## src/design/sdspi_pkg.sv

```systemverilog
// Package for the SD SPI host controller: payload structs, phase and
// command context enums, register indexes and protocol constants.
// No dependencies.
`default_nettype none
package sdspi_pkg;

  localparam int BLOCK_BYTES = 512;
  localparam int BC_W = $clog2(BLOCK_BYTES + 1);

  typedef enum logic [1:0] {
    OP_INIT  = 2'd0,
    OP_READ  = 2'd1,
    OP_WRITE = 2'd2,
    OP_BYTE  = 2'd3
  } op_t;

  typedef enum logic [4:0] {
    P_IDLE, P_INIT_CLOCKS, P_CMD0_PRE, P_CMD_FRAME, P_CMD_POLL, P_CMD_TRAIL,
    P_CMD8_ECHO, P_CMD8_TAIL, P_V1_GAP, P_OCR, P_OCR_TAIL, P_DUMMY,
    P_RD_TOKEN, P_RD_DATA, P_RD_CRC, P_RD_TAIL,
    P_WR_PRE, P_WR_DATA, P_WR_CRC, P_WR_RESP, P_WR_BUSY
  } phase_t;

  typedef enum logic [3:0] {
    C_CMD0, C_CMD8, C_CMD55_V2, C_ACMD41_V2, C_CMD58, C_CMD55_V1,
    C_ACMD41_V1, C_CMD1, C_CMD16, C_CMD17, C_CMD24
  } ctx_t;

  localparam logic [2:0] REG_RESP_WAIT  = 3'd0;
  localparam logic [2:0] REG_IDLE_CMD   = 3'd1;
  localparam logic [2:0] REG_ACMD41_V2  = 3'd2;
  localparam logic [2:0] REG_ACMD41_V1  = 3'd3;
  localparam logic [2:0] REG_MMC_INIT   = 3'd4;
  localparam logic [2:0] REG_BLOCKLEN   = 3'd5;
  localparam logic [2:0] REG_PROTECT    = 3'd6;

  localparam logic [1:0] TYPE_MMC  = 2'd0;
  localparam logic [1:0] TYPE_SDV1 = 2'd1;
  localparam logic [1:0] TYPE_SDV2 = 2'd2;
  localparam logic [1:0] TYPE_SDHC = 2'd3;

  localparam logic [7:0] BYTE_IDLE   = 8'hFF;
  localparam logic [7:0] TOKEN_START = 8'hFE;
  localparam logic [7:0] CRC_CMD0    = 8'h95;
  localparam logic [7:0] CRC_CMD8    = 8'h87;
  localparam logic [7:0] CRC_DUMMY   = 8'h01;
  localparam logic [7:0] CMD_START   = 8'h40;
  localparam logic [7:0] R1_IDLE     = 8'h01;
  localparam logic [7:0] R1_ILLEGAL  = 8'h05;
  localparam logic [7:0] DRESP_MASK  = 8'h1F;
  localparam logic [7:0] DRESP_OK    = 8'h05;
  localparam logic [7:0] ST_REFUSED  = 8'hFF;
  localparam logic [15:0] CMD8_ECHO  = 16'h01AA;
  localparam logic [31:0] ARG_CMD8   = 32'h0000_01AA;
  localparam logic [31:0] ARG_HCS    = 32'h4000_0000;
  localparam logic [31:0] ARG_BLKLEN = 32'h0000_0200;

  localparam logic [5:0] CMD0  = 6'd0;
  localparam logic [5:0] CMD1  = 6'd1;
  localparam logic [5:0] CMD8  = 6'd8;
  localparam logic [5:0] CMD16 = 6'd16;
  localparam logic [5:0] CMD17 = 6'd17;
  localparam logic [5:0] CMD24 = 6'd24;
  localparam logic [5:0] CMD41 = 6'd41;
  localparam logic [5:0] CMD55 = 6'd55;
  localparam logic [5:0] CMD58 = 6'd58;

  typedef struct packed {
    logic [1:0]  op;
    logic [31:0] sector;
    logic [7:0]  miso_byte;
    logic [7:0]  write_byte;
  } in_item_t;

  typedef struct packed {
    logic [7:0] mosi_byte;
    logic       exchange_request;
    logic       chip_select;
    logic       fast_clock;
    logic       need_write_byte;
    logic       read_valid;
    logic [7:0] read_byte;
    logic       done_res;
    logic [7:0] status;
    logic [1:0] card_type;
  } out_item_t;

  typedef struct packed {
    logic [7:0] resp_wait;
    logic [7:0] idle_cmd;
    logic [7:0] acmd41_v2;
    logic [7:0] acmd41_v1;
    logic [7:0] mmc_init;
    logic [7:0] blocklen;
    logic       protect;
  } cfg_t;

endpackage
`default_nettype wire

```

## src/design/sdspi_cfg_regs.sv

```systemverilog
// Configuration register file of the SD SPI host controller.
// Depends on sdspi_pkg.
`default_nettype none
module sdspi_cfg_regs import sdspi_pkg::*; (
  input  wire logic       clk,
  input  wire logic       rst,
  input  wire logic       cfg_valid,
  output logic            cfg_ready,
  input  wire logic [2:0] cfg_index,
  input  wire logic [7:0] cfg_data,
  output cfg_t            cfg
);
  assign cfg_ready = 1'b1;

  always_ff @(posedge clk) begin
    if (rst) begin
      cfg <= '{resp_wait: 8'd10, idle_cmd: 8'd11, acmd41_v2: 8'd51, acmd41_v1: 8'd100,
               mmc_init: 8'd100, blocklen: 8'd20, protect: 1'b1};
    end else if (cfg_valid) begin
      unique case (cfg_index)
        REG_RESP_WAIT: cfg.resp_wait <= cfg_data;
        REG_IDLE_CMD:  cfg.idle_cmd  <= cfg_data;
        REG_ACMD41_V2: cfg.acmd41_v2 <= cfg_data;
        REG_ACMD41_V1: cfg.acmd41_v1 <= cfg_data;
        REG_MMC_INIT:  cfg.mmc_init  <= cfg_data;
        REG_BLOCKLEN:  cfg.blocklen  <= cfg_data;
        REG_PROTECT:   cfg.protect   <= cfg_data[0];
        default: ;
      endcase
    end
  end
endmodule
`default_nettype wire

```

## src/design/sdspi_fsm.sv

```systemverilog
// Byte-rate control machine: one beat in, one optional result out per cycle in which step is high.
// Depends on sdspi_pkg.
`default_nettype none
module sdspi_fsm import sdspi_pkg::*; (
  input  wire logic     clk,
  input  wire logic     rst,
  input  wire logic     step,
  input  in_item_t      item,
  input  cfg_t          cfg,
  output logic          has_res,
  output out_item_t     res
);
  phase_t      phase, phase_next;
  logic [2:0]  frame_index, frame_index_next;
  logic [7:0]  attempt_count, attempt_count_next;
  logic [7:0]  poll_count, poll_count_next;
  logic [BC_W-1:0] byte_count, byte_count_next;
  logic [31:0] command_arg, command_arg_next;
  logic [15:0] echo_bytes, echo_bytes_next;
  logic [1:0]  detected_type, detected_type_next;
  logic        clock_fast, clock_fast_next;
  logic [5:0]  cmd_code, cmd_code_next;
  ctx_t        cmd_ctx, cmd_ctx_next;
  logic [7:0]  cmd_resp, cmd_resp_next;
  logic [7:0]  reset_a, reset_a_next;
  logic        cmd_keep, cmd_keep_next;
  logic        cs_on, cs_on_next;

  logic [7:0] mosi, rb, st;
  logic       req, nwb, rv, done;
  logic [7:0] r;
  logic       do_cmd_done;
  logic [7:0] att_inc;
  logic [2:0] fi_inc;
  logic [31:0] arg;
  logic [BC_W-1:0] bc_inc;

  always_ff @(posedge clk) begin
    if (rst) begin
      phase <= P_IDLE; frame_index <= '0; attempt_count <= '0; poll_count <= '0;
      byte_count <= '0; command_arg <= '0; echo_bytes <= '0; detected_type <= '0;
      clock_fast <= 1'b0; cmd_code <= '0; cmd_ctx <= C_CMD0; cmd_resp <= '0;
      reset_a <= '0; cmd_keep <= 1'b0; cs_on <= 1'b0;
    end else if (step) begin
      phase <= phase_next; frame_index <= frame_index_next;
      attempt_count <= attempt_count_next; poll_count <= poll_count_next;
      byte_count <= byte_count_next; command_arg <= command_arg_next;
      echo_bytes <= echo_bytes_next; detected_type <= detected_type_next;
      clock_fast <= clock_fast_next; cmd_code <= cmd_code_next; cmd_ctx <= cmd_ctx_next;
      cmd_resp <= cmd_resp_next; reset_a <= reset_a_next; cmd_keep <= cmd_keep_next;
      cs_on <= cs_on_next;
    end
  end

  always_comb begin
    phase_next = phase; frame_index_next = frame_index;
    attempt_count_next = attempt_count; poll_count_next = poll_count;
    byte_count_next = byte_count; command_arg_next = command_arg;
    echo_bytes_next = echo_bytes; detected_type_next = detected_type;
    clock_fast_next = clock_fast; cmd_code_next = cmd_code; cmd_ctx_next = cmd_ctx;
    cmd_resp_next = cmd_resp; reset_a_next = reset_a; cmd_keep_next = cmd_keep;
    cs_on_next = cs_on;
    mosi = BYTE_IDLE; req = 1'b0; nwb = 1'b0; rv = 1'b0; rb = 8'h00;
    done = 1'b0; st = 8'h00; has_res = 1'b0;
    r = 8'h00; do_cmd_done = 1'b0;
    att_inc = attempt_count + 8'd1;
    fi_inc = frame_index + 3'd1;
    bc_inc = byte_count + BC_W'(1);
    arg = (detected_type == TYPE_SDHC) ? item.sector : {item.sector[22:0], 9'd0};

    if (item.op != OP_BYTE) begin
      if (phase == P_IDLE) begin
        has_res = 1'b1;
        priority if (item.op == OP_INIT) begin
          clock_fast_next = 1'b0;
          cs_on_next = 1'b0; byte_count_next = '0; phase_next = P_INIT_CLOCKS;
          req = 1'b1; mosi = BYTE_IDLE;
        end else if (item.op == OP_READ) begin
          cmd_code_next = CMD17; command_arg_next = arg; cmd_keep_next = 1'b0;
          cmd_ctx_next = C_CMD17; cs_on_next = 1'b1; frame_index_next = '0;
          phase_next = P_CMD_FRAME; req = 1'b1; mosi = CMD_START | {2'b00, CMD17};
        end else if (cfg.protect && item.sector == 32'd0) begin
          done = 1'b1; st = ST_REFUSED; phase_next = P_IDLE;
        end else begin
          cmd_code_next = CMD24; command_arg_next = arg; cmd_keep_next = 1'b0;
          cmd_ctx_next = C_CMD24; cs_on_next = 1'b1; frame_index_next = '0;
          phase_next = P_CMD_FRAME; req = 1'b1; mosi = CMD_START | {2'b00, CMD24};
        end
      end
    end else if (phase != P_IDLE) begin
      has_res = 1'b1;
      unique case (phase)
        P_INIT_CLOCKS: begin
          byte_count_next = bc_inc; req = 1'b1; mosi = BYTE_IDLE;
          if (bc_inc >= BC_W'(10)) begin
            attempt_count_next = '0; cs_on_next = 1'b1; byte_count_next = '0;
            phase_next = P_CMD0_PRE;
          end
        end
        P_CMD0_PRE: begin
          byte_count_next = bc_inc; req = 1'b1; mosi = BYTE_IDLE;
          if (bc_inc >= BC_W'(2)) begin
            cmd_code_next = CMD0; command_arg_next = '0; cmd_keep_next = 1'b0;
            cmd_ctx_next = C_CMD0; cs_on_next = 1'b1; frame_index_next = '0;
            phase_next = P_CMD_FRAME; mosi = CMD_START;
          end
        end
        P_CMD_FRAME: begin
          frame_index_next = fi_inc; req = 1'b1;
          if (fi_inc < 3'd6) begin
            unique case (fi_inc)
              3'd1: mosi = command_arg[31:24];
              3'd2: mosi = command_arg[23:16];
              3'd3: mosi = command_arg[15:8];
              3'd4: mosi = command_arg[7:0];
              default: mosi = (cmd_code == CMD0) ? CRC_CMD0 :
                              (cmd_code == CMD8) ? CRC_CMD8 : CRC_DUMMY;
            endcase
          end else begin
            poll_count_next = '0; phase_next = P_CMD_POLL; mosi = BYTE_IDLE;
          end
        end
        P_CMD_POLL: begin
          poll_count_next = poll_count + 8'd1;
          if (item.miso_byte == BYTE_IDLE && (poll_count + 8'd1) < cfg.resp_wait) begin
            req = 1'b1; mosi = BYTE_IDLE;
          end else if (cmd_keep) begin
            do_cmd_done = 1'b1; r = item.miso_byte;
          end else begin
            cmd_resp_next = item.miso_byte; cs_on_next = 1'b0; phase_next = P_CMD_TRAIL;
            req = 1'b1; mosi = BYTE_IDLE;
          end
        end
        P_CMD_TRAIL: begin
          do_cmd_done = 1'b1; r = cmd_resp;
        end
        P_CMD8_ECHO: begin
          echo_bytes_next = {echo_bytes[7:0], item.miso_byte};
          byte_count_next = bc_inc; req = 1'b1; mosi = BYTE_IDLE;
          if (bc_inc >= BC_W'(4)) begin
            cs_on_next = 1'b0; phase_next = P_CMD8_TAIL;
          end
        end
        P_CMD8_TAIL: begin
          req = 1'b1;
          if (echo_bytes == CMD8_ECHO) begin
            attempt_count_next = '0; cmd_code_next = CMD55; command_arg_next = '0;
            cmd_keep_next = 1'b0; cmd_ctx_next = C_CMD55_V2; cs_on_next = 1'b1;
            frame_index_next = '0; phase_next = P_CMD_FRAME;
            mosi = CMD_START | {2'b00, CMD55};
          end else begin
            phase_next = P_DUMMY; mosi = BYTE_IDLE;
          end
        end
        P_V1_GAP: begin
          attempt_count_next = '0; cmd_code_next = CMD55; command_arg_next = '0;
          cmd_keep_next = 1'b0; cmd_ctx_next = C_CMD55_V1; cs_on_next = 1'b1;
          frame_index_next = '0; phase_next = P_CMD_FRAME; req = 1'b1;
          mosi = CMD_START | {2'b00, CMD55};
        end
        P_OCR: begin
          if (byte_count == '0) echo_bytes_next = {8'h00, item.miso_byte};
          byte_count_next = bc_inc; req = 1'b1; mosi = BYTE_IDLE;
          if (bc_inc >= BC_W'(4)) begin
            cs_on_next = 1'b0; phase_next = P_OCR_TAIL;
          end
        end
        P_OCR_TAIL: begin
          detected_type_next = echo_bytes[6] ? TYPE_SDHC : TYPE_SDV2;
          phase_next = P_DUMMY; req = 1'b1; mosi = BYTE_IDLE;
        end
        P_DUMMY: begin
          if (detected_type != TYPE_SDHC) begin
            attempt_count_next = 8'd1; cmd_code_next = CMD16; command_arg_next = ARG_BLKLEN;
            cmd_keep_next = 1'b0; cmd_ctx_next = C_CMD16; cs_on_next = 1'b1;
            frame_index_next = '0; phase_next = P_CMD_FRAME; req = 1'b1;
            mosi = CMD_START | {2'b00, CMD16};
          end else if (reset_a == 8'd0) begin
            clock_fast_next = 1'b1; done = 1'b1; phase_next = P_IDLE;
          end else begin
            cs_on_next = 1'b0; byte_count_next = '0; phase_next = P_INIT_CLOCKS;
            req = 1'b1; mosi = BYTE_IDLE;
          end
        end
        P_RD_TOKEN: begin
          if (item.miso_byte == TOKEN_START) begin
            byte_count_next = '0; phase_next = P_RD_DATA;
          end
          req = 1'b1; mosi = BYTE_IDLE;
        end
        P_RD_DATA: begin
          rv = 1'b1; rb = item.miso_byte; byte_count_next = bc_inc;
          if (bc_inc >= BC_W'(BLOCK_BYTES)) begin
            byte_count_next = '0; phase_next = P_RD_CRC;
          end
          req = 1'b1; mosi = BYTE_IDLE;
        end
        P_RD_CRC: begin
          byte_count_next = bc_inc;
          if (bc_inc >= BC_W'(2)) begin
            cs_on_next = 1'b0; phase_next = P_RD_TAIL;
          end
          req = 1'b1; mosi = BYTE_IDLE;
        end
        P_RD_TAIL: begin
          done = 1'b1; phase_next = P_IDLE;
        end
        P_WR_PRE: begin
          byte_count_next = bc_inc; req = 1'b1; mosi = BYTE_IDLE;
          if (bc_inc >= BC_W'(3)) begin
            byte_count_next = '0; phase_next = P_WR_DATA; mosi = TOKEN_START; nwb = 1'b1;
          end
        end
        P_WR_DATA: begin
          req = 1'b1;
          if (byte_count < BC_W'(BLOCK_BYTES)) begin
            byte_count_next = bc_inc; mosi = item.write_byte;
            nwb = (bc_inc < BC_W'(BLOCK_BYTES));
          end else begin
            byte_count_next = BC_W'(1); phase_next = P_WR_CRC; mosi = BYTE_IDLE;
          end
        end
        P_WR_CRC: begin
          if (byte_count < BC_W'(2)) byte_count_next = bc_inc;
          else phase_next = P_WR_RESP;
          req = 1'b1; mosi = BYTE_IDLE;
        end
        P_WR_RESP: begin
          if ((item.miso_byte & DRESP_MASK) != DRESP_OK) begin
            cs_on_next = 1'b0; done = 1'b1; st = item.miso_byte; phase_next = P_IDLE;
          end else begin
            phase_next = P_WR_BUSY; req = 1'b1; mosi = BYTE_IDLE;
          end
        end
        P_WR_BUSY: begin
          if (item.miso_byte == 8'd0) begin
            req = 1'b1; mosi = BYTE_IDLE;
          end else begin
            cs_on_next = 1'b0; done = 1'b1; phase_next = P_IDLE;
          end
        end
        default: phase_next = P_IDLE;
      endcase

      if (do_cmd_done) begin
        // command completion: r is the R1 byte of the finished command
        unique case (cmd_ctx)
          C_CMD0: begin
            reset_a_next = r; attempt_count_next = att_inc; req = 1'b1;
            if (att_inc >= cfg.idle_cmd) begin
              cs_on_next = 1'b0; byte_count_next = '0; phase_next = P_INIT_CLOCKS;
              mosi = BYTE_IDLE;
            end else if (r != R1_IDLE) begin
              cs_on_next = 1'b1; byte_count_next = '0; phase_next = P_CMD0_PRE;
              mosi = BYTE_IDLE;
            end else begin
              cmd_code_next = CMD8; command_arg_next = ARG_CMD8; cmd_keep_next = 1'b1;
              cmd_ctx_next = C_CMD8; cs_on_next = 1'b1; frame_index_next = '0;
              phase_next = P_CMD_FRAME; mosi = CMD_START | {2'b00, CMD8};
            end
          end
          C_CMD8: begin
            req = 1'b1; mosi = BYTE_IDLE;
            if (r == R1_IDLE) begin
              byte_count_next = '0; echo_bytes_next = '0; phase_next = P_CMD8_ECHO;
            end else if (r == R1_ILLEGAL) phase_next = P_V1_GAP;
            else phase_next = P_DUMMY;
          end
          C_CMD55_V2, C_CMD55_V1: begin
            reset_a_next = r;
            if (r != R1_IDLE) begin
              if (r == 8'd0) begin
                clock_fast_next = 1'b1; done = 1'b1; phase_next = P_IDLE;
              end else begin
                cs_on_next = 1'b0; byte_count_next = '0; phase_next = P_INIT_CLOCKS;
                req = 1'b1; mosi = BYTE_IDLE;
              end
            end else begin
              cmd_code_next = CMD41;
              command_arg_next = (cmd_ctx == C_CMD55_V2) ? ARG_HCS : 32'd0;
              cmd_keep_next = 1'b0;
              cmd_ctx_next = (cmd_ctx == C_CMD55_V2) ? C_ACMD41_V2 : C_ACMD41_V1;
              cs_on_next = 1'b1; frame_index_next = '0; phase_next = P_CMD_FRAME;
              req = 1'b1; mosi = CMD_START | {2'b00, CMD41};
            end
          end
          C_ACMD41_V2: begin
            reset_a_next = r; attempt_count_next = att_inc;
            if (att_inc >= cfg.acmd41_v2) begin
              if (r == 8'd0) begin
                clock_fast_next = 1'b1; done = 1'b1; phase_next = P_IDLE;
              end else begin
                cs_on_next = 1'b0; byte_count_next = '0; phase_next = P_INIT_CLOCKS;
                req = 1'b1; mosi = BYTE_IDLE;
              end
            end else begin
              cmd_code_next = (r != 8'd0) ? CMD55 : CMD58; command_arg_next = '0;
              cmd_keep_next = (r == 8'd0);
              cmd_ctx_next = (r != 8'd0) ? C_CMD55_V2 : C_CMD58;
              cs_on_next = 1'b1; frame_index_next = '0; phase_next = P_CMD_FRAME;
              req = 1'b1;
              mosi = CMD_START | {2'b00, ((r != 8'd0) ? CMD55 : CMD58)};
            end
          end
          C_CMD58: begin
            reset_a_next = r; req = 1'b1; mosi = BYTE_IDLE;
            if (r != 8'd0) begin
              cs_on_next = 1'b0; byte_count_next = '0; phase_next = P_INIT_CLOCKS;
            end else begin
              byte_count_next = '0; phase_next = P_OCR;
            end
          end
          C_ACMD41_V1: begin
            reset_a_next = r; attempt_count_next = att_inc; req = 1'b1;
            if (r != 8'd0 && att_inc < cfg.acmd41_v1) begin
              cmd_code_next = CMD55; command_arg_next = '0; cmd_keep_next = 1'b0;
              cmd_ctx_next = C_CMD55_V1; cs_on_next = 1'b1; frame_index_next = '0;
              phase_next = P_CMD_FRAME; mosi = CMD_START | {2'b00, CMD55};
            end else if (att_inc >= cfg.acmd41_v1) begin
              attempt_count_next = '0; cmd_code_next = CMD1; command_arg_next = '0;
              cmd_keep_next = 1'b0; cmd_ctx_next = C_CMD1; cs_on_next = 1'b1;
              frame_index_next = '0; phase_next = P_CMD_FRAME;
              mosi = CMD_START | {2'b00, CMD1};
            end else begin
              detected_type_next = TYPE_SDV1; phase_next = P_DUMMY; mosi = BYTE_IDLE;
            end
          end
          C_CMD1: begin
            reset_a_next = r; attempt_count_next = att_inc; req = 1'b1;
            if (r != 8'd0 && att_inc < cfg.mmc_init) begin
              cmd_code_next = CMD1; command_arg_next = '0; cmd_keep_next = 1'b0;
              cmd_ctx_next = C_CMD1; cs_on_next = 1'b1; frame_index_next = '0;
              phase_next = P_CMD_FRAME; mosi = CMD_START | {2'b00, CMD1};
            end else if (att_inc >= cfg.mmc_init) begin
              cs_on_next = 1'b0; byte_count_next = '0; phase_next = P_INIT_CLOCKS;
              mosi = BYTE_IDLE;
            end else begin
              detected_type_next = TYPE_MMC; phase_next = P_DUMMY; mosi = BYTE_IDLE;
            end
          end
          C_CMD16: begin
            reset_a_next = r;
            if (r != 8'd0 && attempt_count < cfg.blocklen) begin
              attempt_count_next = att_inc; cmd_code_next = CMD16;
              command_arg_next = ARG_BLKLEN; cmd_keep_next = 1'b0; cmd_ctx_next = C_CMD16;
              cs_on_next = 1'b1; frame_index_next = '0; phase_next = P_CMD_FRAME;
              req = 1'b1; mosi = CMD_START | {2'b00, CMD16};
            end else if (r == 8'd0) begin
              clock_fast_next = 1'b1; done = 1'b1; phase_next = P_IDLE;
            end else begin
              cs_on_next = 1'b0; byte_count_next = '0; phase_next = P_INIT_CLOCKS;
              req = 1'b1; mosi = BYTE_IDLE;
            end
          end
          C_CMD17: begin
            if (r != 8'd0) begin
              done = 1'b1; st = r; phase_next = P_IDLE;
            end else begin
              cs_on_next = 1'b1; phase_next = P_RD_TOKEN; req = 1'b1; mosi = BYTE_IDLE;
            end
          end
          default: begin
            if (r != 8'd0) begin
              done = 1'b1; st = r; phase_next = P_IDLE;
            end else begin
              cs_on_next = 1'b1; byte_count_next = '0; phase_next = P_WR_PRE;
              req = 1'b1; mosi = BYTE_IDLE;
            end
          end
        endcase
      end
    end

    res.mosi_byte        = mosi;
    res.exchange_request = req;
    res.chip_select      = cs_on_next;
    res.fast_clock       = clock_fast_next;
    res.need_write_byte  = nwb;
    res.read_valid       = rv;
    res.read_byte        = rb;
    res.done_res         = done;
    res.status           = st;
    res.card_type        = detected_type_next;
  end
endmodule
`default_nettype wire

```

## src/design/sd_card_spi_host_controller_core.sv

```systemverilog
// SD card SPI-mode host controller, top level.
// Output: each result is registered when its beat is accepted.
// Throughput: one beat per cycle unless a held result meets out_stall; the
// output register, a skid-free stage, refills in the same cycle it drains.
// Reset: synchronous active-high rst sets phase idle and loads default limits.
// Depends on sdspi_pkg, sdspi_cfg_regs, sdspi_fsm.
`default_nettype none
module sd_card_spi_host_controller_core import sdspi_pkg::*; (
  input  wire logic       clk,
  input  wire logic       rst,
  input  wire logic       in_valid,
  output logic            in_stall,
  input  in_item_t        in_data,
  output logic            out_valid,
  input  wire logic       out_stall,
  output out_item_t       out_data,
  input  wire logic       cfg_valid,
  output logic            cfg_ready,
  input  wire logic [2:0] cfg_index,
  input  wire logic [7:0] cfg_data
);
  cfg_t      cfg;
  logic      step, has_res;
  out_item_t res;

  // hold input while a result waits and cannot drain
  assign in_stall = out_valid && out_stall;
  assign step = in_valid && !in_stall;

  sdspi_cfg_regs u_cfg (
    .clk, .rst, .cfg_valid, .cfg_ready, .cfg_index, .cfg_data, .cfg
  );

  sdspi_fsm u_fsm (
    .clk, .rst, .step, .item(in_data), .cfg, .has_res, .res
  );

  always_ff @(posedge clk) begin
    if (rst) begin
      out_valid <= 1'b0;
    end else if (step) begin
      out_valid <= has_res;
    end else if (!out_stall) begin
      out_valid <= 1'b0;
    end
  end

  always_ff @(posedge clk) begin
    if (step && has_res) out_data <= res;
  end
endmodule
`default_nettype wire
```

## config.mk

```make
export PLATFORM = sky130hd
export DESIGN_NAME = sd_card_spi_host_controller_core
export DESIGN_NICKNAME = d
export VERILOG_FILES = /design/src/design/sdspi_pkg.sv /design/src/design/sdspi_cfg_regs.sv /design/src/design/sdspi_fsm.sv /design/src/design/sd_card_spi_host_controller_core.sv
export SDC_FILE = /design/constraint.sdc
export NUM_CORES = 1
export LEC_CHECK = 0
export ABC_CLOCK_PERIOD_IN_PS = 4840
export BUFFER_PORTS_ARGS = -buffer_cell sky130_fd_sc_hd__buf_2
export CAP_MARGIN = 20
export CORE_MARGIN = 5
export CORE_UTILIZATION = 60
export CTS_CLUSTER_SIZE = 30
export DETAILED_ROUTE_END_ITERATION = 16
export GPL_TIMING_DRIVEN = 1
export PLACE_DENSITY = 0.8
export SYNTH_ARGS = -nofsm -noshare
export SYNTH_HDL_FRONTEND = slang
export SYNTH_HIERARCHICAL = 1
export SYNTH_SLANG_ARGS = --single-unit
```

## constraint.sdc

```tcl
create_clock -name clk -period 4.84 [get_ports clk]
set_clock_uncertainty 0.05 [all_clocks]
set_input_delay 0.242 -clock clk [delete_from_list [all_inputs] [get_ports clk]]
set_output_delay 0.242 -clock clk [all_outputs]
set_load 0.01 [all_outputs]
```

==> reports/results.txt, run 1 <==
Run status: complete, no violations
Std cell rows: 55
Dpl cells: 2037
Reg2reg setup slack: 390 ps
Vias: 14000
Syn avg cell area: 7.81 sq um
Share of post-route cells with drive strength above 1: 0.120
Total congestion overflow: 0
Top cells by instance count after synthesis: 200 x nand2_1, 182 x nor2_1, 163 x dfxtp_1
Post-synth net total: 1862
R2r startpoint: u_fsm/poll_count[0]
Starting Density: 0.603
Area Overhead vs Synth: 9.61%
Io pins: 101
Synth Register Bits: 195
Port bufs: 99
Largest net degree at the start of global routing: 99
1st-pass router iterations: 7
Pins Over Slew Limit: 0
Nets: 1903
Sequential-to-total area share from yosys stat: 0.312
Max Root-Sink Buffers: 2
Gpl congestion: 1.04
Hold_buf cts: 0
Req. time, crit path: 4980 ps
Pwr dens: 317 mW/mm^2
CP Max Fanout: 14
Clock tree root buffer cell: clkbuf_16
Tot GR Track Use: 0.344
Drt wl/cell: 22.0 microns
DRC: 0
Final hold viol count: 0
Post-Syn Area: 0.0135 sq mm
Hold WC Path Type: in2reg
Main synth FF type: dfxtp_1
Final Cycle Share: 0.919
1st-iter DRT viols: 1540
Clock sinks: 195
Final wirelength: 45500 microns
Leading area contributor after synthesis: dfxtp_1
Post-synth EDFFs: 32
N_diodes: 0
Fmax: 225 MHz
Worst-Margin Slew: 1120 ps
Clock slew at reported path FFs: 80 ps
Relative slew slack: 0.255
RSZ-0062 raised after global routing: false
Final ANT Viol Nets: 0
Setup TNS: 0 ps
Final Non-Filler Cells: 2071
Die footprint: 0.0257 sq mm
CP Capture Point: out_data[28]
Die X: 160 microns
CP dominant cell by count: nand3_1
Max-Cap Viols: 0
Yosys warnings: 6
HPWL after DPL: 33600 microns
Top-area cell type share of the netlist area: 0.241
Die height: 160 microns
Endpoints failing setup: 0
Worst Hold Depth: 3
Leakage: 5.84 nW
Crit path DAT: 4590 ps
Htree depth: 4
Clock Latency Late Sink: 450 ps
R2R Path End: out_data[28]
Fin crit period: 4450 ps
Most frequent cell after synthesis: nand2_1
Worst Setup End Kind: register
Top post-synthesis cells by area: dfxtp_1 24%, edfxtp_1 7.1%, ha_1 5.9%
Core Region: 0.0224 sq mm
Post-CTS sizing: 0
CP Launch Type: register
Setup Fix Bufs, Post-CTS: 0
DR vias/cell: 6.74
Crit. Startpoint: u_fsm/poll_count[0]
R2R cell count: 13
CP cell instances: nand3_1 > nor2_1 > nand3_1 > xnor2_1 > ha_1 > nor4_1 > o211ai_1 > a21oi_2 > buf_4 > a21oi_1 > a2111oi_2 > nor4b_1 > o21ai_0
CTS Buf Count: 17
CTS tree: yes
Cell variety after synth: 103
Max incr delay on CP: 640 ps
Async set or reset register ratio after synthesis: 0
Mapped Cells: 1732
WS Path Type: reg2reg
VDD IR max: 0.209 mV
Crit-path slowest cell: a2111oi_2
Initial antenna violation count: 0
First-pass GRT wire length: 71800 microns
Vias in the first global route: 13300
[state kept, by name, summed over array words and instances (netlist names), 2 cells and up]
register / flops
u_fsm/command_arg: 32
u_fsm/cmd_code: 6
u_fsm/frame_index: 3
u_fsm/echo_bytes: 16
u_fsm/byte_count: 10
u_cfg/cfg: 49
u_fsm/poll_count: 8
u_fsm/detected_type: 2
out_data: 32
u_fsm/phase: 5
u_fsm/cmd_resp: 8
u_fsm/attempt_count: 8
u_fsm/cmd_ctx: 4
u_fsm/reset_a: 8
[kinds of logic after synthesis]
family | Yosys count | share of synthesized area
flops | 195 | 0.312
other cells | 1 | 0.000277
xor+xnor | 18 | 0.0116
fa+ha+maj | 64 | 0.0592
mux | 62 | 0.0458
simple gates | 713 | 0.265
buf+inv | 184 | 0.0566
compound gates | 495 | 0.249
[worst min path at each step]
stage / start / endpoint / slack [ps]
global route: in_data[22] / u_fsm/command_arg[6] / 30
CTS: in_data[22] / u_fsm/command_arg[6] / 20
global placement: u_fsm/poll_count[7] / u_fsm/poll_count[7] / 410
floorplan: rst / out_valid / 260
finish: in_data[22] / u_fsm/command_arg[6] / 30
detailed placement: u_cfg/cfg[31] / u_cfg/cfg[31] / 410
[where the power goes]
part | total, mW | switching, mW | internal [mW]
combinational | 1.31 | 0.872 | 0.441
sequential | 1.87 | 0.0904 | 1.78
clock | 1.52 | 0.763 | 0.760
total | 4.71 | 1.73 | 2.98
[critical path: cells and delay by family, from the launching register on]
family                   cells  cell delay, ps
AO/OA/AOI/OAI                5            1680
XOR/XNOR                     1             160
adder cells (fa/ha/maj)      1             210
buffers and inverters        1             230
flip-flops                   1             420
AND/OR/NAND/NOR              5            1430
[metal layers]
layer,global-route usage,wire (microns),part of all wire
met5,0,0,0
met4,0.153,2160,0.047
met2,0.547,20400,0.45
met3,0.0635,4230,0.093
met1,0.456,18700,0.41
[layout make-up]
| class | instances | area (sq um) |
|---|---|---|
| multi-input combinational | 1353 | 8570 |
| fill | 1997 | 7600 |
| sequential | 195 | 4220 |
| timing repair buffer | 137 | 796 |
| clock buffer | 17 | 425 |
| tap | 285 | 357 |
| inverter | 69 | 259 |
| clock inverter | 15 | 209 |
[per-stage QoR]
stage | utilization | instance area, sq um | power (mW) | setup WS (ps) | hold slack, ps
after floorplan | - | 13500 | 2.73 | 1400 | 261
after global placement | 0.632 | 14200 | 3.16 | 585 | 407
after detailed placement | 0.632 | 14200 | 3.17 | 522 | 413
after CTS | 0.661 | 14800 | 4.67 | 521 | 19.7
after global routing | 0.661 | 14800 | 4.88 | 42.1 | 34.4
final | 0.661 | 14800 | 4.71 | 393 | 26.5
[cells in the final DEF, fill, tap and decap left out, drive strengths merged, types with 21 or more instances in the layout]
cell type	synthesis	final
a211oi	34	34
a21oi	121	121
a22oi	24	24
and2	21	21
buf	42	137
dfxtp	163	163
edfxtp	32	32
ha	64	64
inv	69	76
mux2i	62	62
nand2	201	201
nand2b	56	56
nand3	46	46
nand4	21	21
nor2	182	182
nor3	46	46
nor4	29	29
o21ai	115	115
Note: power is estimated with default switching activity, not from simulation.
==> inputs of run 2 (changes only) <==
--- a/config.mk
+++ b/config.mk
@@ -5,15 +5,15 @@
 export SDC_FILE = /design/constraint.sdc
 export NUM_CORES = 1
 export LEC_CHECK = 0
-export ABC_CLOCK_PERIOD_IN_PS = 4840
+export ABC_CLOCK_PERIOD_IN_PS = 5200
 export BUFFER_PORTS_ARGS = -buffer_cell sky130_fd_sc_hd__buf_2
 export CAP_MARGIN = 20
 export CORE_MARGIN = 5
 export CORE_UTILIZATION = 60
-export CTS_CLUSTER_SIZE = 30
+export CTS_CLUSTER_SIZE = 16
 export DETAILED_ROUTE_END_ITERATION = 16
 export GPL_TIMING_DRIVEN = 1
-export PLACE_DENSITY = 0.8
+export PLACE_DENSITY = 0.78
 export SYNTH_ARGS = -nofsm -noshare
 export SYNTH_HDL_FRONTEND = slang
 export SYNTH_HIERARCHICAL = 1
==> constraint.sdc (replaced) <==
create_clock -name clk -period 5.2 [get_ports clk]
set_clock_uncertainty 0.05 [all_clocks]
set_input_delay 0.26 -clock clk [delete_from_list [all_inputs] [get_ports clk]]
set_output_delay 0.26 -clock clk [all_outputs]
set_load 0.01 [all_outputs]
==> run 2 against run 1 <==
Compared with the run above:
- first-iteration DRC count increased by 6.8%
- power decreased by 8.4%
- cell count down 0.29%
- worst setup slack improved by 290 ps
- sequential share of layout area increased by 0.10 points
- sequential cell count unchanged
- hold slack better by 6.3 ps
- largest cell class unchanged
==> reports/results.txt, run 2 (synthesis results as in run 1) <==
Worst-Margin Slew: 1110 ps
Die height: 160 microns
Clock slew at reported path FFs: 90 ps
Run status: complete, no violations
Std cell rows: 55
Hold WC Path Type: in2reg
Gpl congestion: 1.02
Final wirelength: 45000 microns
1st-pass router iterations: 8
Total congestion overflow: 0
Share of post-route cells with drive strength above 1: 0.117
Most common cell after layout, fill and taps aside: nand2_1
Worst Setup End Kind: register
Io pins: 101
Crit path DAT: 4840 ps
Post-CTS sizing: 0
Endpoints failing setup: 0
Fillers: 1994
Multi-input gate area: 0.00857 sq mm
R2R Path End: u_fsm/command_arg[10]
Vias in the first global route: 13000
WS Path Type: reg2reg
CTS tree: yes
Setup Fix Bufs, Post-CTS: 0
Htree depth: 4
Largest registers: u_cfg/cfg (49), out_data (32), u_fsm/command_arg (32)
VDD IR max: 0.203 mV
Clock Latency Late Sink: 450 ps
Biggest register: u_cfg/cfg
Pins Over Slew Limit: 0
Req. time, crit path: 5530 ps
RSZ-0062 raised after global routing: false
Core Region: 0.0224 sq mm
Fin crit period: 4520 ps
Most frequent cells in the layout: 200 x nand2_1, 181 x nor2_1, 163 x dfxtp_1
R2R cell count: 14
DRC: 0
Hold_buf cts: 0
Final ANT Viol Nets: 0
Tot GR Track Use: 0.340
Design area: 0.0148 sq mm
Leakage: 5.80 nW
Clock sinks: 195
Delay-heaviest family, CP: compound AO/OA/AOI/OAI gates
Crit path depth: 14
Crit-path slowest cell: nor3_1
Max-Cap Viols: 0
N_diodes: 0
CP Capture Point: u_fsm/command_arg[10]
Port bufs: 99
CP Launch Type: register
Post-DP Area: 0.0141 sq mm
Relative slew slack: 0.252
Max incr delay on CP: 660 ps
Die X: 160 microns
Reg2reg setup slack: 680 ps
Max reg flops: 49
Setup TNS: 0 ps
DR vias/cell: 6.70
CP cell instances: nand3_1 > inv_1 > nand3_1 > nor2_1 > xor2_1 > ha_1 > a21oi_1 > o21ai_0 > nor3_1 > o22ai_1 > a41oi_2 > buf_8 > o21ai_0 > a21oi_1
1st-iter DRT viols: 1645
First-pass GRT wire length: 71000 microns
CP Max Fanout: 23
Crit path buffers/inverters: 2
Storage cell area: 0.00422 sq mm
Drt wl/cell: 21.8 microns
Starting Density: 0.603
Vias: 13800
Die footprint: 0.0257 sq mm
Fmax: 221 MHz
Largest net degree at the start of global routing: 86
Nets: 1897
CTS Buf Count: 17
Initial antenna violation count: 0
Area Overhead vs Synth: 9.22%
Max Root-Sink Buffers: 2
Final Cycle Share: 0.869
Pwr dens: 292 mW/mm^2
R2r startpoint: u_fsm/attempt_count[0]
Clock tree root buffer cell: clkbuf_16
HPWL after DPL: 33600 microns
Final hold viol count: 0
Crit. Startpoint: u_fsm/attempt_count[0]
-- run 2: worst register-to-register path, stage by stage, from the launching register on --
cell	delay (ps)
dfxtp_1	550
nand3_1	230
inv_1	100
nand3_1	150
nor2_1	210
xor2_1	480
ha_1	370
a21oi_1	170
o21ai_0	250
nor3_1	660
o22ai_1	330
a41oi_2	400
buf_8	230
o21ai_0	110
a21oi_1	170
-- run 2: through the flow --
| step | total power, mW | cells | util | setup slack [ps] | hold slack (ps) |
|---|---|---|---|---|---|
| 2_1_floorplan | 2.54 | 1732 | - | 1760 | 279 |
| 4_1_cts | 4.28 | 2063 | 0.657 | 330 | 20.7 |
| 5_1_grt | 4.48 | 2065 | 0.659 | 460 | 21.6 |
| 6_report | 4.31 | 2065 | 0.659 | 683 | 32.8 |
| 3_3_place_gp | 2.92 | 2031 | 0.630 | 620 | 408 |
| 3_5_place_dp | 2.93 | 2031 | 0.630 | 372 | 416 |
-- run 2: worst min path at each step --
stage	endpoint	cells past startpoint	startpoint	slack [ps]
after detailed placement	u_cfg/cfg[31]	2	u_cfg/cfg[31]	420
final	u_fsm/command_arg[4]	3	in_data[20]	30
after floorplan	out_valid	1	rst	280
after global routing	u_fsm/command_arg[4]	3	in_data[20]	20
after CTS	u_fsm/command_arg[4]	3	in_data[20]	20
after global placement	u_fsm/poll_count[7]	2	u_fsm/poll_count[7]	410
-- run 2: routing by layer --
metal	global-route usage	part of all wire	routed length [microns]	up-vias
met1	0.460	0.41	18400	6430
met5	0	0	0	-
met4	0.153	0.049	2210	0
met3	0.0655	0.10	4550	166
li1	-	-	-	6430
met2	0.529	0.44	19900	819
-- run 2: area by class of cell --
cell class | count | share of cell area
clock buffer | 17 | 0.0288
clock inverter | 15 | 0.0125
inverter | 69 | 0.0175
multi-input combinational | 1353 | 0.580
sequential | 195 | 0.286
tap | 285 | 0.0241
timing repair buffer | 131 | 0.0518
-- run 2: power breakdown --
part | internal, mW | total [mW] | leakage (nW) | switching, mW
sequential | 1.66 | 1.74 | 1.62 | 0.0812
clock | 0.657 | 1.37 | 0.298 | 0.713
combinational | 0.403 | 1.20 | 3.88 | 0.800
total | 2.72 | 4.31 | 5.80 | 1.59
==> inputs of run 3 (changes only) <==
--- a/config.mk
+++ b/config.mk
@@ -5,15 +5,17 @@
 export SDC_FILE = /design/constraint.sdc
 export NUM_CORES = 1
 export LEC_CHECK = 0
-export ABC_CLOCK_PERIOD_IN_PS = 5200
+export ABC_AREA = 1
+export ABC_CLOCK_PERIOD_IN_PS = 5320
 export BUFFER_PORTS_ARGS = -buffer_cell sky130_fd_sc_hd__buf_2
 export CAP_MARGIN = 20
+export CORE_ASPECT_RATIO = 2
 export CORE_MARGIN = 5
 export CORE_UTILIZATION = 60
 export CTS_CLUSTER_SIZE = 16
 export DETAILED_ROUTE_END_ITERATION = 16
 export GPL_TIMING_DRIVEN = 1
-export PLACE_DENSITY = 0.78
+export PLACE_DENSITY = 0.77
 export SYNTH_ARGS = -nofsm -noshare
 export SYNTH_HDL_FRONTEND = slang
 export SYNTH_HIERARCHICAL = 1
==> constraint.sdc (replaced) <==
create_clock -name clk -period 5.32 [get_ports clk]
set_clock_uncertainty 0.05 [all_clocks]
set_input_delay 0.266 -clock clk [delete_from_list [all_inputs] [get_ports clk]]
set_output_delay 0.266 -clock clk [all_outputs]
set_load 0.01 [all_outputs]
==> run 3 against run 2 <==
Compared with the run above:
- clock power about the same
- hold slack lost 8.7 ps
- global-route usage rose by 5.6 points
- sequential share of layout area fell by 1.4 points
- cell area is 5.2% higher
- wire length is 22% higher
- count of clock-buffer cells in the layout rose by 1
- register-to-register slack improved by 130 ps
- die area increased by 6.1%
- worst setup slack improved by 130 ps
- critical path type unchanged
- critical endpoint is now u_fsm/phase[3]
==> reports/results.txt, run 3 <==
Clock share of power: 0.346
Std cell rows: 80
Sequential-to-total area share from yosys stat: 0.295
Clock Latency Late Sink: 470 ps
Largest family of logic cells by synthesized area: simple AND/OR/NAND/NOR gates
Pwr dens: 251 mW/mm^2
CP Launch Type: register
1st-pass router iterations: 7
Main synth FF type: dfxtp_1
Core Region: 0.0237 sq mm
Run status: complete, no violations
Final hold viol count: 0
Largest net degree at the start of global routing: 53
RSZ-0062 raised after global routing: false
Hold WC Path Type: in2reg
DR vias/cell: 6.27
Clock sinks: 195
Post-synth net total: 2307
Fmax: 222 MHz
Nets: 2366
Io pins: 101
Yosys warnings: 6
Final wirelength: 55000 microns
Area Overhead vs Synth: 8.67%
Overall Power: 3.90 mW
Fin crit period: 4500 ps
Top post-synthesis cells by area: dfxtp_1 23%, nand2_1 11%, nor2_1 7.5%
Die footprint: 0.0272 sq mm
Post-Syn Area: 0.0143 sq mm
Share of post-route cells with drive strength above 1: 0.132
Max Root-Sink Buffers: 2
Fin Hold WS: 24.1 ps
Max incr delay on CP: 580 ps
Endpoints failing setup: 0
Post-Synth Adder-Cell Area: 0.0560
Max reg flops: 49
Most common cell after layout, fill and taps aside: nand2_1
VDD IR max: 0.260 mV
HPWL after DPL: 42300 microns
Dpl cells: 2501
Starting Density: 0.603
N_diodes: 0
Top cells by instance count after synthesis: 429 x nand2_1, 284 x nor2_1, 269 x inv_1
Comb pwr share: 0.228
CTS Buf Count: 17
Switching Power: 1.35 mW
Post-Synth XOR/XNOR Area: 0.00735
DRC: 0
Clock slew at reported path FFs: 70 ps
Crit path DAT: 4850 ps
Sequential share of power: 0.425
Final Cycle Share: 0.847
Cell variety after synth: 62
Mapped Cells: 2177
Initial antenna violation count: 0
Final worst slack: 815 ps
Worst-Margin Slew: 1200 ps
WS Path Type: reg2reg
Post-CTS sizing: 0
Crit-path slowest cell: dfxtp_1
Cell internal pwr: 2.55 mW
Async set or reset register ratio after synthesis: 0
Setup WS pre-CTS: 1040 ps
Max-Cap Viols: 0
Clock tree root buffer cell: clkbuf_16
First-pass GRT wire length: 83400 microns
Total congestion overflow: 0
Gpl congestion: 1.11
Port bufs: 99
CTS tree: yes
Post-synthesis mux area share: 0
Sw Ratio: 0.346
Syn avg cell area: 6.57 sq um
Leading area contributor after synthesis: dfxtp_1
Die height: 228 microns
Final Non-Filler Cells: 2536
1st-iter DRT viols: 1883
Relative slew slack: 0.194
Htree depth: 4
Leakage: 7.04 nW
Simple-gate portion of the synthesized area: 0.340
Setup Fix Bufs, Post-CTS: 0
Most frequent cells in the layout: 429 x nand2_1, 284 x nor2_1, 269 x inv_1
Top-area cell type share of the netlist area: 0.228
Worst Setup End Kind: register
Drt wl/cell: 21.7 microns
Post-synth EDFFs: 32
Final ANT Viol Nets: 0
CP cell instances: inv_2 > nor2_2 > nand3_1 > nor4_1 > inv_1 > ha_1 > inv_1 > nand3_1 > inv_1 > nand2_1 > nor2_1 > nand3_1 > nand2_1 > o41ai_1 > nand2_1 > nor2_2 > o211ai_1 > a21oi_1
Biggest register: u_cfg/cfg
Most frequent cell after synthesis: nand2_1
Pins Over Slew Limit: 0
Tot GR Track Use: 0.396
Setup TNS: 0 ps
Largest registers: u_cfg/cfg (49), out_data (32), u_fsm/command_arg (32)
Vias: 15900
CP Max Fanout: 10
Req. time, crit path: 5660 ps
Compound-Gate Fraction of Synth Area: 0.193
Synth Register Bits: 195
Die X: 119 microns
Vias in the first global route: 15300
-- run 3: final timing paths --
kind	from	endpoint	slack (ps)	cells past startpoint
max	u_fsm/byte_count[0]	u_fsm/phase[3]	820	18
min	cfg_data[0]	u_cfg/cfg[25]	20	3
max reg2reg	u_fsm/byte_count[0]	u_fsm/phase[3]	820	18
min reg2reg	u_fsm/cmd_resp[0]	u_fsm/cmd_resp[0]	410	2
-- run 3: logic make-up (layout without fill, tap and decap cells) --
| group | after synthesis | count (layout) |
|---|---|---|
| compound gates | 483 | 483 |
| flops | 195 | 195 |
| simple gates | 1046 | 1046 |
| xor+xnor | 12 | 12 |
| other cells | 1 | 1 |
| buf+inv | 376 | 448 |
| fa+ha+maj | 64 | 64 |
-- run 3: repair_timing --
action / in CTS / in global routing
hold buffers: 3 / 0
hold endpoints to repair: 6 / 0
setup endpoints to repair: 0 / 0
-- run 3: per-layer routing --
layer / up-vias / wire length (microns) / global-route usage
met5: - / 0 / 0
met4: 0 / 6090 / 0.362
met3: 328 / 3720 / 0.0698
met2: 921 / 27800 / 0.709
met1: 7294 / 17500 / 0.374
li1: 7364 / - / -
-- run 3: worst max-delay path: cells and delay by family, from the launching register on --
kind | cells | cell delay (ps)
simple gates | 10 | 2230
compound gates | 3 | 860
flops | 1 | 580
buf+inv | 4 | 370
fa+ha+maj | 1 | 330
-- run 3: cell type report --
type,instances,area [sq um]
multi-input cells,1606,8560
fillers,2181,8180
flip-flops and latches,195,4220
inverters,291,1090
repair buffers,125,698
clock buffers,18,450
well taps,287,359
clock inverters,14,165
-- run 3: through the flow --
step,area (sq um),utilization
finish,15500,0.655
detailed placement,14900,0.628
global placement,14900,0.628
CTS,15500,0.655
global route,15500,0.655
floorplan,14300,-
-- run 3: power groups by stage --
stage	sequential (mW)	clock, mW	combinational, mW
after floorplan	1.68	0	0.546
after global placement	1.68	0	0.845
after detailed placement	1.69	0	0.853
after CTS	1.65	1.37	0.860
after global routing	1.67	1.43	0.961
final	1.66	1.35	0.891
